[src/rtl/imbe_pkg.sv]
package imbe_pkg;

  typedef enum logic [2:0] {
    CMD_IDLE  = 3'd0,
    CMD_START = 3'd1,
    CMD_WRITE = 3'd2,
    CMD_RDACK = 3'd3,
    CMD_RDNAK = 3'd4,
    CMD_STOP  = 3'd5
  } cmd_t;

  typedef enum logic [1:0] {
    ST_OK       = 2'd0,
    ST_BUS_BUSY = 2'd1,
    ST_NO_START = 2'd2
  } status_t;

  localparam logic [15:0] PHASE_TICKS_RESET = 16'd20;

  // step numbers with a fixed meaning
  localparam logic [4:0] STEP_FIRST_ACK = 5'd16;
  localparam logic [4:0] STEP_ACK_MID   = 5'd17;
  localparam logic [4:0] STEP_ACK_HIGH  = 5'd18;

  typedef struct packed {
    logic [2:0] func;
    logic [7:0] tx_byte;
    logic       sda_in;
  } imbe_in_t;

  typedef struct packed {
    logic       scl_out;
    logic       sda_out;
    logic       busy_res;
    logic       done_res;
    logic [7:0] rx_byte;
    logic       ack_seen;
    logic [1:0] status;
  } imbe_out_t;

  // number of bus phases of each command
  function automatic logic [4:0] phase_total(input cmd_t cmd);
    case (cmd)
      CMD_START: phase_total = 5'd3;
      CMD_WRITE: phase_total = 5'd20;
      CMD_RDACK: phase_total = 5'd20;
      CMD_RDNAK: phase_total = 5'd19;
      CMD_STOP:  phase_total = 5'd3;
      default:   phase_total = 5'd0;
    endcase
  endfunction

endpackage

[src/rtl/i2c_master_byte_engine.sv]
// I2C master byte engine. Each accepted input transaction is one tick of the
// bus timing: it carries the sampled SDA level and, while the engine is idle,
// an optional command (start, write with acknowledge check, read then ACK,
// read then NACK, stop). Every tick gives exactly one result transaction with
// the SCL/SDA drive levels (1 released, 0 pulled low), busy and done flags,
// the last received byte, the last write acknowledge and the status of the
// last command. Each bus phase lasts phase_ticks ticks (0 acts as 1); it must be
// written through the cfg port only while no command is running, which the block
// itself does not enforce. Throughput is one tick per clock cycle: the sequencer
// state updates in the cycle a tick is accepted and the result lands in a
// two-entry output buffer (output register plus skid register); input stall only
// rises once both entries hold results the consumer has not taken.
module i2c_master_byte_engine
  import imbe_pkg::*;
(
  input  logic        clk,
  input  logic        rst,
  // tick input
  input  logic        in_valid,
  output logic        in_stall,
  input  imbe_in_t    in_data,
  // result output
  output logic        out_valid,
  input  logic        out_stall,
  output imbe_out_t   out_data,
  // phase length register
  input  logic        cfg_valid,
  output logic        cfg_ready,
  input  logic [15:0] cfg_data
);

  // configuration
  logic [15:0] phase_ticks;

  // sequencer state
  cmd_t        cmd;
  logic [4:0]  step;
  logic [15:0] phase_count;
  logic [7:0]  shift_byte;
  logic        scl_level;
  logic        sda_level;
  status_t     last_status;
  logic [7:0]  rx_hold;
  logic        ack_hold;

  cmd_t        cmd_next;
  logic [4:0]  step_next;
  logic [15:0] phase_count_next;
  logic [7:0]  shift_byte_next;
  logic        scl_level_next;
  logic        sda_level_next;
  status_t     last_status_next;
  logic [7:0]  rx_hold_next;
  logic        ack_hold_next;
  logic        done;

  // output buffer
  logic        skid_valid;
  imbe_out_t   skid_data;
  imbe_out_t   result;

  logic        in_accept;
  logic        out_accept;

  assign cfg_ready  = 1'b1;
  assign in_stall   = skid_valid;
  assign in_accept  = in_valid && !in_stall;
  assign out_accept = out_valid && !out_stall;

  // bus levels of one phase: {scl, sda}
  function automatic logic [1:0] phase_levels(input cmd_t c, input logic [4:0] s,
                                              input logic [7:0] sb, input logic scl_cur);
    logic [1:0] lv;
    lv = {scl_cur, 1'b1};
    case (c)
      CMD_START: begin
        if (s == 5'd0) lv = 2'b11;
        else if (s == 5'd1) lv = 2'b10;
        else lv = 2'b00;
      end
      CMD_WRITE: begin
        // msb first: bit 7 - s/2
        if (!s[4]) lv = {s[0], sb[~s[3:1]]};
        else if (s == STEP_ACK_HIGH) lv = 2'b11;
        else lv = 2'b01;
      end
      CMD_RDACK: begin
        if (!s[4]) lv = {s[0], 1'b1};
        else if (s == STEP_FIRST_ACK) lv = 2'b01;
        else if (s == STEP_ACK_MID) lv = 2'b00;
        else if (s == STEP_ACK_HIGH) lv = 2'b10;
        else lv = 2'b00;
      end
      CMD_RDNAK: begin
        if (!s[4]) lv = {s[0], 1'b1};
        else if (s == STEP_ACK_MID) lv = 2'b11;
        else lv = 2'b01;
      end
      CMD_STOP: begin
        if (s == 5'd0) lv = {scl_cur, 1'b0};
        else if (s == 5'd1) lv = 2'b10;
        else lv = 2'b11;
      end
      default: lv = {scl_cur, 1'b1};
    endcase
    return lv;
  endfunction

  // next state of the sequencer for the tick at the input
  always_comb begin
    logic [15:0] ticks;
    logic [16:0] count_inc;
    logic        abort;
    status_t     abort_status;
    logic        finish;
    logic [1:0]  lv;

    ticks            = (phase_ticks == 16'd0) ? 16'd1 : phase_ticks;
    count_inc        = {1'b0, phase_count} + 17'd1;
    abort            = 1'b0;
    abort_status     = ST_OK;
    finish           = 1'b0;
    lv               = 2'b11;

    cmd_next         = cmd;
    step_next        = step;
    phase_count_next = phase_count;
    shift_byte_next  = shift_byte;
    scl_level_next   = scl_level;
    sda_level_next   = sda_level;
    last_status_next = last_status;
    rx_hold_next     = rx_hold;
    ack_hold_next    = ack_hold;
    done             = 1'b0;

    if (cmd == CMD_IDLE) begin
      // commands 6 and 7 are plain ticks
      if (in_data.func >= CMD_START && in_data.func <= CMD_STOP) begin
        cmd_next         = cmd_t'(in_data.func);
        step_next        = 5'd0;
        phase_count_next = 16'd0;
        shift_byte_next  = (cmd_t'(in_data.func) == CMD_WRITE) ? in_data.tx_byte : 8'd0;
        lv = phase_levels(cmd_t'(in_data.func), 5'd0, shift_byte_next, scl_level);
        scl_level_next   = lv[1];
        sda_level_next   = lv[0];
      end
    end else if (count_inc >= {1'b0, ticks}) begin
      // end of the current phase: sample sda where needed
      phase_count_next = 16'd0;
      case (cmd)
        CMD_START: begin
          if (step == 5'd0 && !in_data.sda_in) begin
            abort        = 1'b1;
            abort_status = ST_BUS_BUSY;
          end else if (step == 5'd1 && in_data.sda_in) begin
            abort        = 1'b1;
            abort_status = ST_NO_START;
          end
        end
        CMD_WRITE: begin
          if (step == STEP_ACK_HIGH) ack_hold_next = ~in_data.sda_in;
        end
        CMD_RDACK, CMD_RDNAK: begin
          if (!step[4] && step[0]) shift_byte_next = {shift_byte[6:0], in_data.sda_in};
        end
        default: ;
      endcase

      if (abort) begin
        finish = 1'b1;
      end else begin
        step_next = step + 5'd1;
        if (step_next >= phase_total(cmd)) begin
          finish = 1'b1;
        end else begin
          lv             = phase_levels(cmd, step_next, shift_byte_next, scl_level);
          scl_level_next = lv[1];
          sda_level_next = lv[0];
        end
      end

      if (finish) begin
        if (cmd == CMD_RDACK || cmd == CMD_RDNAK) rx_hold_next = shift_byte_next;
        // release sda after the ack
        if (cmd == CMD_RDACK) sda_level_next = 1'b1;
        last_status_next = abort_status;
        cmd_next         = CMD_IDLE;
        done             = 1'b1;
      end
    end else begin
      phase_count_next = count_inc[15:0];
    end
  end

  assign result = '{
    scl_out:  scl_level_next,
    sda_out:  sda_level_next,
    busy_res: (cmd_next != CMD_IDLE),
    done_res: done,
    rx_byte:  rx_hold_next,
    ack_seen: ack_hold_next,
    status:   last_status_next
  };

  // configuration register
  always_ff @(posedge clk) begin
    if (rst) begin
      phase_ticks <= PHASE_TICKS_RESET;
    end else if (cfg_valid && cfg_ready) begin
      phase_ticks <= cfg_data;
    end
  end

  // sequencer state, advanced once per accepted tick
  always_ff @(posedge clk) begin
    if (rst) begin
      cmd         <= CMD_IDLE;
      step        <= 5'd0;
      phase_count <= 16'd0;
      shift_byte  <= 8'd0;
      scl_level   <= 1'b1;
      sda_level   <= 1'b1;
      last_status <= ST_OK;
      rx_hold     <= 8'd0;
      ack_hold    <= 1'b0;
    end else if (in_accept) begin
      cmd         <= cmd_next;
      step        <= step_next;
      phase_count <= phase_count_next;
      shift_byte  <= shift_byte_next;
      scl_level   <= scl_level_next;
      sda_level   <= sda_level_next;
      last_status <= last_status_next;
      rx_hold     <= rx_hold_next;
      ack_hold    <= ack_hold_next;
    end
  end

  // two-entry output buffer: output register plus skid register
  always_ff @(posedge clk) begin
    if (rst) begin
      out_valid  <= 1'b0;
      skid_valid <= 1'b0;
    end else if (in_accept) begin
      if (out_valid && out_stall) begin
        // consumer holding the current result: park the new one
        skid_valid <= 1'b1;
      end else begin
        out_valid <= 1'b1;
      end
    end else if (out_accept) begin
      if (skid_valid) begin
        skid_valid <= 1'b0;
      end else begin
        out_valid <= 1'b0;
      end
    end
  end

  always_ff @(posedge clk) begin
    if (in_accept) begin
      if (out_valid && out_stall) skid_data <= result;
      else out_data <= result;
    end else if (out_accept && skid_valid) begin
      out_data <= skid_data;
    end
  end

  // skid entry is only ever filled behind a held output
  a_skid_behind_out: assert property (@(posedge clk) disable iff (rst)
    skid_valid |-> out_valid)
    else $error("skid register full with output register empty");

  // a tick taken while the output is stalled must land in the skid register
  a_park_on_stall: assert property (@(posedge clk) disable iff (rst)
    (in_accept && out_valid && out_stall) |=> skid_valid)
    else $error("result lost while output stalled");

  // a finishing tick never reports the engine as still busy
  a_done_not_busy: assert property (@(posedge clk) disable iff (rst)
    (out_valid && out_data.done_res) |-> !out_data.busy_res)
    else $error("done and busy flagged together");

  // the step counter stays inside the phases of the current command
  a_step_range: assert property (@(posedge clk) disable iff (rst)
    (cmd != CMD_IDLE) |-> (step < phase_total(cmd)))
    else $error("step index beyond the last phase");

endmodule
[config.mk]
export PLATFORM = sky130hd
export DESIGN_NAME = i2c_master_byte_engine
export DESIGN_NICKNAME = d
export VERILOG_FILES = /design/src/rtl/imbe_pkg.sv /design/src/rtl/i2c_master_byte_engine.sv
export SDC_FILE = /design/constraint.sdc
export NUM_CORES = 1
export LEC_CHECK = 0
export BUFFER_PORTS_ARGS = -buffer_cell sky130_fd_sc_hd__buf_2
export CAP_MARGIN = 20
export CORE_ASPECT_RATIO = 0.5
export CORE_MARGIN = 2
export CORE_UTILIZATION = 54
export CTS_CLUSTER_SIZE = 16
export DETAILED_ROUTE_END_ITERATION = 6
export GPL_TIMING_DRIVEN = 1
export PLACE_DENSITY = 0.74
export RECOVER_POWER = 50
export SLEW_MARGIN = 0
export SYNTH_ARGS = -nofsm -noshare
export SYNTH_HDL_FRONTEND = slang
export SYNTH_SLANG_ARGS = --single-unit
[constraint.sdc]
create_clock -name clk -period 7.7 [get_ports clk]
set_clock_uncertainty 0.1 [all_clocks]
set_input_delay 0.385 -clock clk [delete_from_list [all_inputs] [get_ports clk]]
set_output_delay 0.385 -clock clk [all_outputs]
set_load 0.1 [all_outputs]
Yosys cells after proc, flatten, opt, wreduce, memory -nomap -nowiden
Cells that the tools add are included.
{"block": "word_totals", "reg_bits": 93, "inputBits": 33, "out_inout_bits": 18, "elab_cells": 176}
{"block": "op_classes", "add_sub_neg": 2, "magnitude_cmp": 5, "n_eq_ne": 21, "mux": 88, "bitwise_logic": 2, "n_reduce_logical": 32}
{"operator": "$mux W8", "count": 12}
{"operator": "$mux W16", "count": 4}
{"operator": "$mux W15", "count": 3}
{"operator": "$mux W1", "count": 37}
{"operator": "$mux W5", "count": 7}
{"operator": "$mux W2", "count": 17}
{"operator": "$eq A5 B5 Y1 const B", "count": 4}
{"operator": "$add A16 B1 Y17 const B", "count": 1}
{"operator": "$ge A17 B16 Y1", "count": 1}
{"operator": "$logic_not A16 Y1", "count": 1}
{"operator": "$pmux W5 S3", "count": 1}
{"operator": "$eq A3 B2 Y1 const B", "count": 4}
{"operator": "$eq A3 B3 Y1 const B", "count": 4}
{"operator": "$mux W3", "count": 4}
{"operator": "$eq A5 B1 Y1 const B", "count": 2}
{"operator": "$logic_not A5 Y1", "count": 2}
{"operator": "$pmux W2 S5", "count": 1}
{"operator": "$logic_and A1 B1 Y1", "count": 8}
{"operator": "$pmux W2 S4", "count": 1}
{"operator": "$reduce_and A2 Y1", "count": 4}
{"operator": "$reduce_or A2 Y1", "count": 4}
{"operator": "$eq A3 B1 Y1 const B", "count": 2}
{"operator": "$ne A2 B1 Y1 const B", "count": 3}
{"operator": "$reduce_and A3 Y1", "count": 2}
{"operator": "15 further kinds", "count": 21}

Logic depth before layout (Yosys ltp)
{"block": "depth", "ltp_word": 21, "mapped_depth": 17}

Worst setup path after synthesis
OpenSTA, ideal clock, no wires.
{"block": "synth_timing", "path_kind": "reg2reg", "from": "reg phase_count[2]", "to": "reg out_data[3] (netlist name) (data pin)", "setup_time_ns": 0.260, "t_arrival_ns": 3.600, "required_ns": 7.340, "path_slack_ns": 3.740, "stages_incl_launch_ff": 16, "path_buffers": 2, "period_less_slack_ns": 3.960, "path_cell_list": "dfxtp_1 > buf_2 > nand3_1 > nor3_1 > and3_1 > clkbuf_1 > nand3_1 > xnor2_1 > ha_1 > a21oi_1 > nand2_1 > a221oi_1 > a31oi_4 > nand3_2 > mux2_2 > mux2_2"}
{"item": "start: declaration", "line_no": "i2c_master_byte_engine.sv:38", "text": "logic [15:0] phase_count;"}
{"item": "start signal: assignment", "line_no": "i2c_master_byte_engine.sv:229", "text": "phase_count <= phase_count_next;"}
{"item": "end signal: assignment", "line_no": "i2c_master_byte_engine.sv:263", "text": "else out_data <= result;"}
{"item": "end signal: assignment", "line_no": "i2c_master_byte_engine.sv:265", "text": "out_data <= skid_data;"}
{"item": "end: declaration", "line_no": "i2c_master_byte_engine.sv:25", "text": "output imbe_out_t out_data,"}

==> key figures <==
Yosys
  • Post-Synth XOR/XNOR Area: 0.0283
  • Leading area contributor after synthesis: dfxtp_1
  • Mapped Area: 5580 um2
  • EDFF count, synth: 30
  • Post-synthesis sequential area ratio: 0.388
  • Syn Inst Count: 610
  • Synth area leaders: dfxtp_1 23%, edfxtp_1 16%, mux2i_1 6.8%, ha_1 5.8%, mux2_2 5.7%
  • Synth Area in Adders: 0.0583
  • Flops & latches, synth: 93
  • Synthesis Warnings: 0
  • Largest family of logic cells by synthesized area: simple AND/OR/NAND/NOR gates
  • Mux cell area share after synthesis: 0.125
  • Syn_area_per_cell: 9.14 um2
  • Async SR Flop Fraction: 0
  • Syn Nets: 669
  • Main synth FF type: dfxtp_1
  • Compound-gate portion of the synthesized area: 0.170
  • Simple-Gate Fraction of Synth Area: 0.180
  • Count leader, synth: nor2_1
  • Top cell type's share of synthesized area: 0.226
  • Synth unique cells: 68
  • Most frequent cells after synthesis: 73 x nor2_1, 63 x dfxtp_1, 38 x mux2i_1

Global route
  • Initial antenna violation count: 0
  • Global Route Usage Sum: 0.232
  • First-pass GRT wire length: 20.6 mm
  • Overflow after GRT: 0
  • Pin count of the biggest net entering global routing: 61
  • Number of global-route vias before repair: 4068

Pwr
  • Leak Pwr: 2.35 nW
  • Sw frac: 0.307
  • Combinational power share: 0.187
  • Power Internal: 853 uW
  • Net Sw Power: 378 uW
  • Pwr Density: 201 nW/um2
  • Seq pwr share: 0.449
  • Clk pwr share: 0.364
  • Worst VDD drop: 0.000114 V

Status
  • Outcome: finished with violations
  • Failing checks: max-capacitance violations, max-slew violations

Route
  • Vias per Instance: 5.95
  • Post-DRT Antenna Nets: 0
  • WL/cell: 16.4 um
  • First-pass DRT Iterations: 5
  • Final wirelength: 12.8 mm
  • Vias: 4639
  • DRC Markers: 0
  • Initial drt markers: 516

Timing
  • Period minus WS final: 5.03 ns
  • Final setup TNS: 0 ns
  • Achievable Freq: 199 MHz
  • Final setup violating endpoints: 0
  • Slew Viols, Final: 43
  • Setup repair after global routing missed its margin: false
  • Slew headroom: -0.361
  • Fin crit share: 0.653
  • Final hold vios: 0
  • Slew @ Worst Pin: 2.04 ns

Finish
  • Final instance area: 6120 um2
  • Nets: 694
  • Antenna fix cells: 0
  • Final-layout fill cell count: 880
  • Layout area overhead: 9.69%
  • Share of layout cells above drive strength 1: 0.139

Floorplan
  • Die area: 11200 um2
  • Die height: 75.9 um
  • Row Count: 26
  • Chip Width: 148 um
  • I/O Pins: 51
  • Core footprint: 10100 um2
  • Initial Utilization: 0.551

Clocking
  • Clock Latency Late Sink: 0.34 ns
  • Post-CTS Hold Buffers: 0
  • Reg clk slew, reported paths: 0.07 ns
  • Longest Clk Path Bufs: 2
  • Max H-tree Level: 3
  • CTS tree: built
  • CTS buffer count: 9
  • Post-CTS Setup Bufs: 0
  • Post-cts resize count: 0
  • Root buf cell: clkbuf_16
  • CTS sink cnt: 93

Critical path
  • RR Startpoint: phase_count[2]
  • Crit path DAT: 5.03 ns
  • Startpoint types: register
  • CP Buf/Inv Count: 0
  • CP top delay family: simple AND/OR/NAND/NOR gates
  • CP max stage cell: a31oi_1
  • Critical path cell sequence: nand3_1 > nor3_1 > and3_1 > nand3_1 > xnor2_1 > ha_1 > nand4_1 > nor4_1 > a221oi_1 > a31oi_1 > nand3_2 > mux2_2 > mux2_2
  • Crit. End Element: register
  • Worst Path Required: 7.69 ns
  • Crit Path Class: reg2reg
  • Critical path peak fanout: 9
  • Launch point of the worst path: phase_count[2]
  • Max incr delay on CP: 0.79 ns

Hold path
  • Worst Hold Class: in2reg
  • Worst hold start: cfg_data[0]

Job
  • Maxcap violations: 1

Placed design
  • Input/output buffers: 49
  • DP Area: 5860 um2
  • GPL Wtd Cong: 0.897
  • DP HPWL: 8.97 mm
-- registers in the layout, indices dropped and copies added, names as in the netlist --
register and count:
sda_level 1, phase_ticks 16, skid_data 15, scl_level 1
phase_count 16, out_data 15, last_status 2, out_valid 1
rx_hold 8, cmd 3, step 5, in_stall 1
ack_hold 1, shift_byte 8
-- routing by layer --
| layer | global-route usage | wire [um] | up-vias |
|---|---|---|---|
| met5 | 0 | 0 | - |
| met4 | 0.0417 | 66 | 0 |
| met3 | 0.0545 | 812 | 9 |
| met2 | 0.384 | 5890 | 147 |
| met1 | 0.320 | 6050 | 2198 |
| li1 | - | - | 2285 |
-- cell usage in the layout (no fill, tap or decap), types with 6 or more instances in the layout --
master / Yosys / layout
nor2_1: 73 / 73
dfxtp_1: 63 / 63
mux2i_1: 38 / 38
a21oi_1: 37 / 37
nand2_1: 37 / 37
buf_2: 7 / 30
edfxtp_1: 30 / 30
mux2_2: 28 / 28
inv_1: 28 / 28
ha_1: 26 / 26
clkbuf_1: 28 / 23
o21ai_0: 19 / 18
nand3_1: 16 / 16
nor3_1: 14 / 13
a311oi_1: 13 / 13
a31oi_1: 9 / 10
xnor2_1: 10 / 10
a211oi_1: 9 / 9
clkbuf_16: 0 / 9
nor2b_1: 9 / 8
nand2b_1: 8 / 8
xor2_1: 8 / 8
nor4_1: 7 / 7
and3_1: 7 / 7
nand4_1: 7 / 7
or3_1: 6 / 6
a22oi_1: 6 / 6
-- power by group through the flow --
stage / combinational, mW / clock, mW / sequential (mW)
after global routing: 0.250 / 0.476 / 0.557
after floorplan: 0.129 / 0 / 0.611
after CTS: 0.232 / 0.456 / 0.552
after detailed placement: 0.230 / 0 / 0.563
after global placement: 0.227 / 0 / 0.563
final: 0.231 / 0.448 / 0.553
-- tightest hold or removal path, cell delays in order --
cell	delay (ns)
buf_2	0.07
mux2i_1	0.05
nor2_1	0.07
-- cell type report --
class,instances,area [um2],area share
clock inverters,6,70.1,0.0115
clock buffers,10,229,0.0374
repair buffers,54,248,0.0405
flip-flops and latches,93,2160,0.354
multi-input cells,449,3130,0.511
well taps,140,175,0.0286
inverters,28,105,0.0172
-- through the flow --
stage	worst slack (ns)	utilization	instances	total power, mW	hold slack, ns
2_1_floorplan	3.74	-	610	0.740	0.349
3_3_place_gp	3.38	0.579	763	0.790	0.364
3_5_place_dp	3.23	0.579	763	0.794	0.369
4_1_cts	3.20	0.609	779	1.24	0.175
5_1_grt	2.17	0.605	780	1.28	0.191
6_report	2.67	0.605	780	1.23	0.184
-- cells by family (layout without fill, tap and decap cells) --
logic type | Yosys count | in the layout
compound gates | 136 | 136
xor+xnor | 18 | 18
fa+ha+maj | 26 | 26
buf+inv | 68 | 98
flops | 93 | 93
mux | 66 | 66
other cells | 1 | 1
simple gates | 202 | 202
-- final timing paths --
path | to | slack, ns | cells past startpoint
setup reg to reg | out_data[6] | 2.67 | 13
hold reg to reg | last_status[1] | 0.38 | 2
hold / removal | phase_ticks[0] | 0.18 | 3
setup / recovery | out_data[6] | 2.67 | 13
No activity file was read; power rests on OpenSTA's default activity.
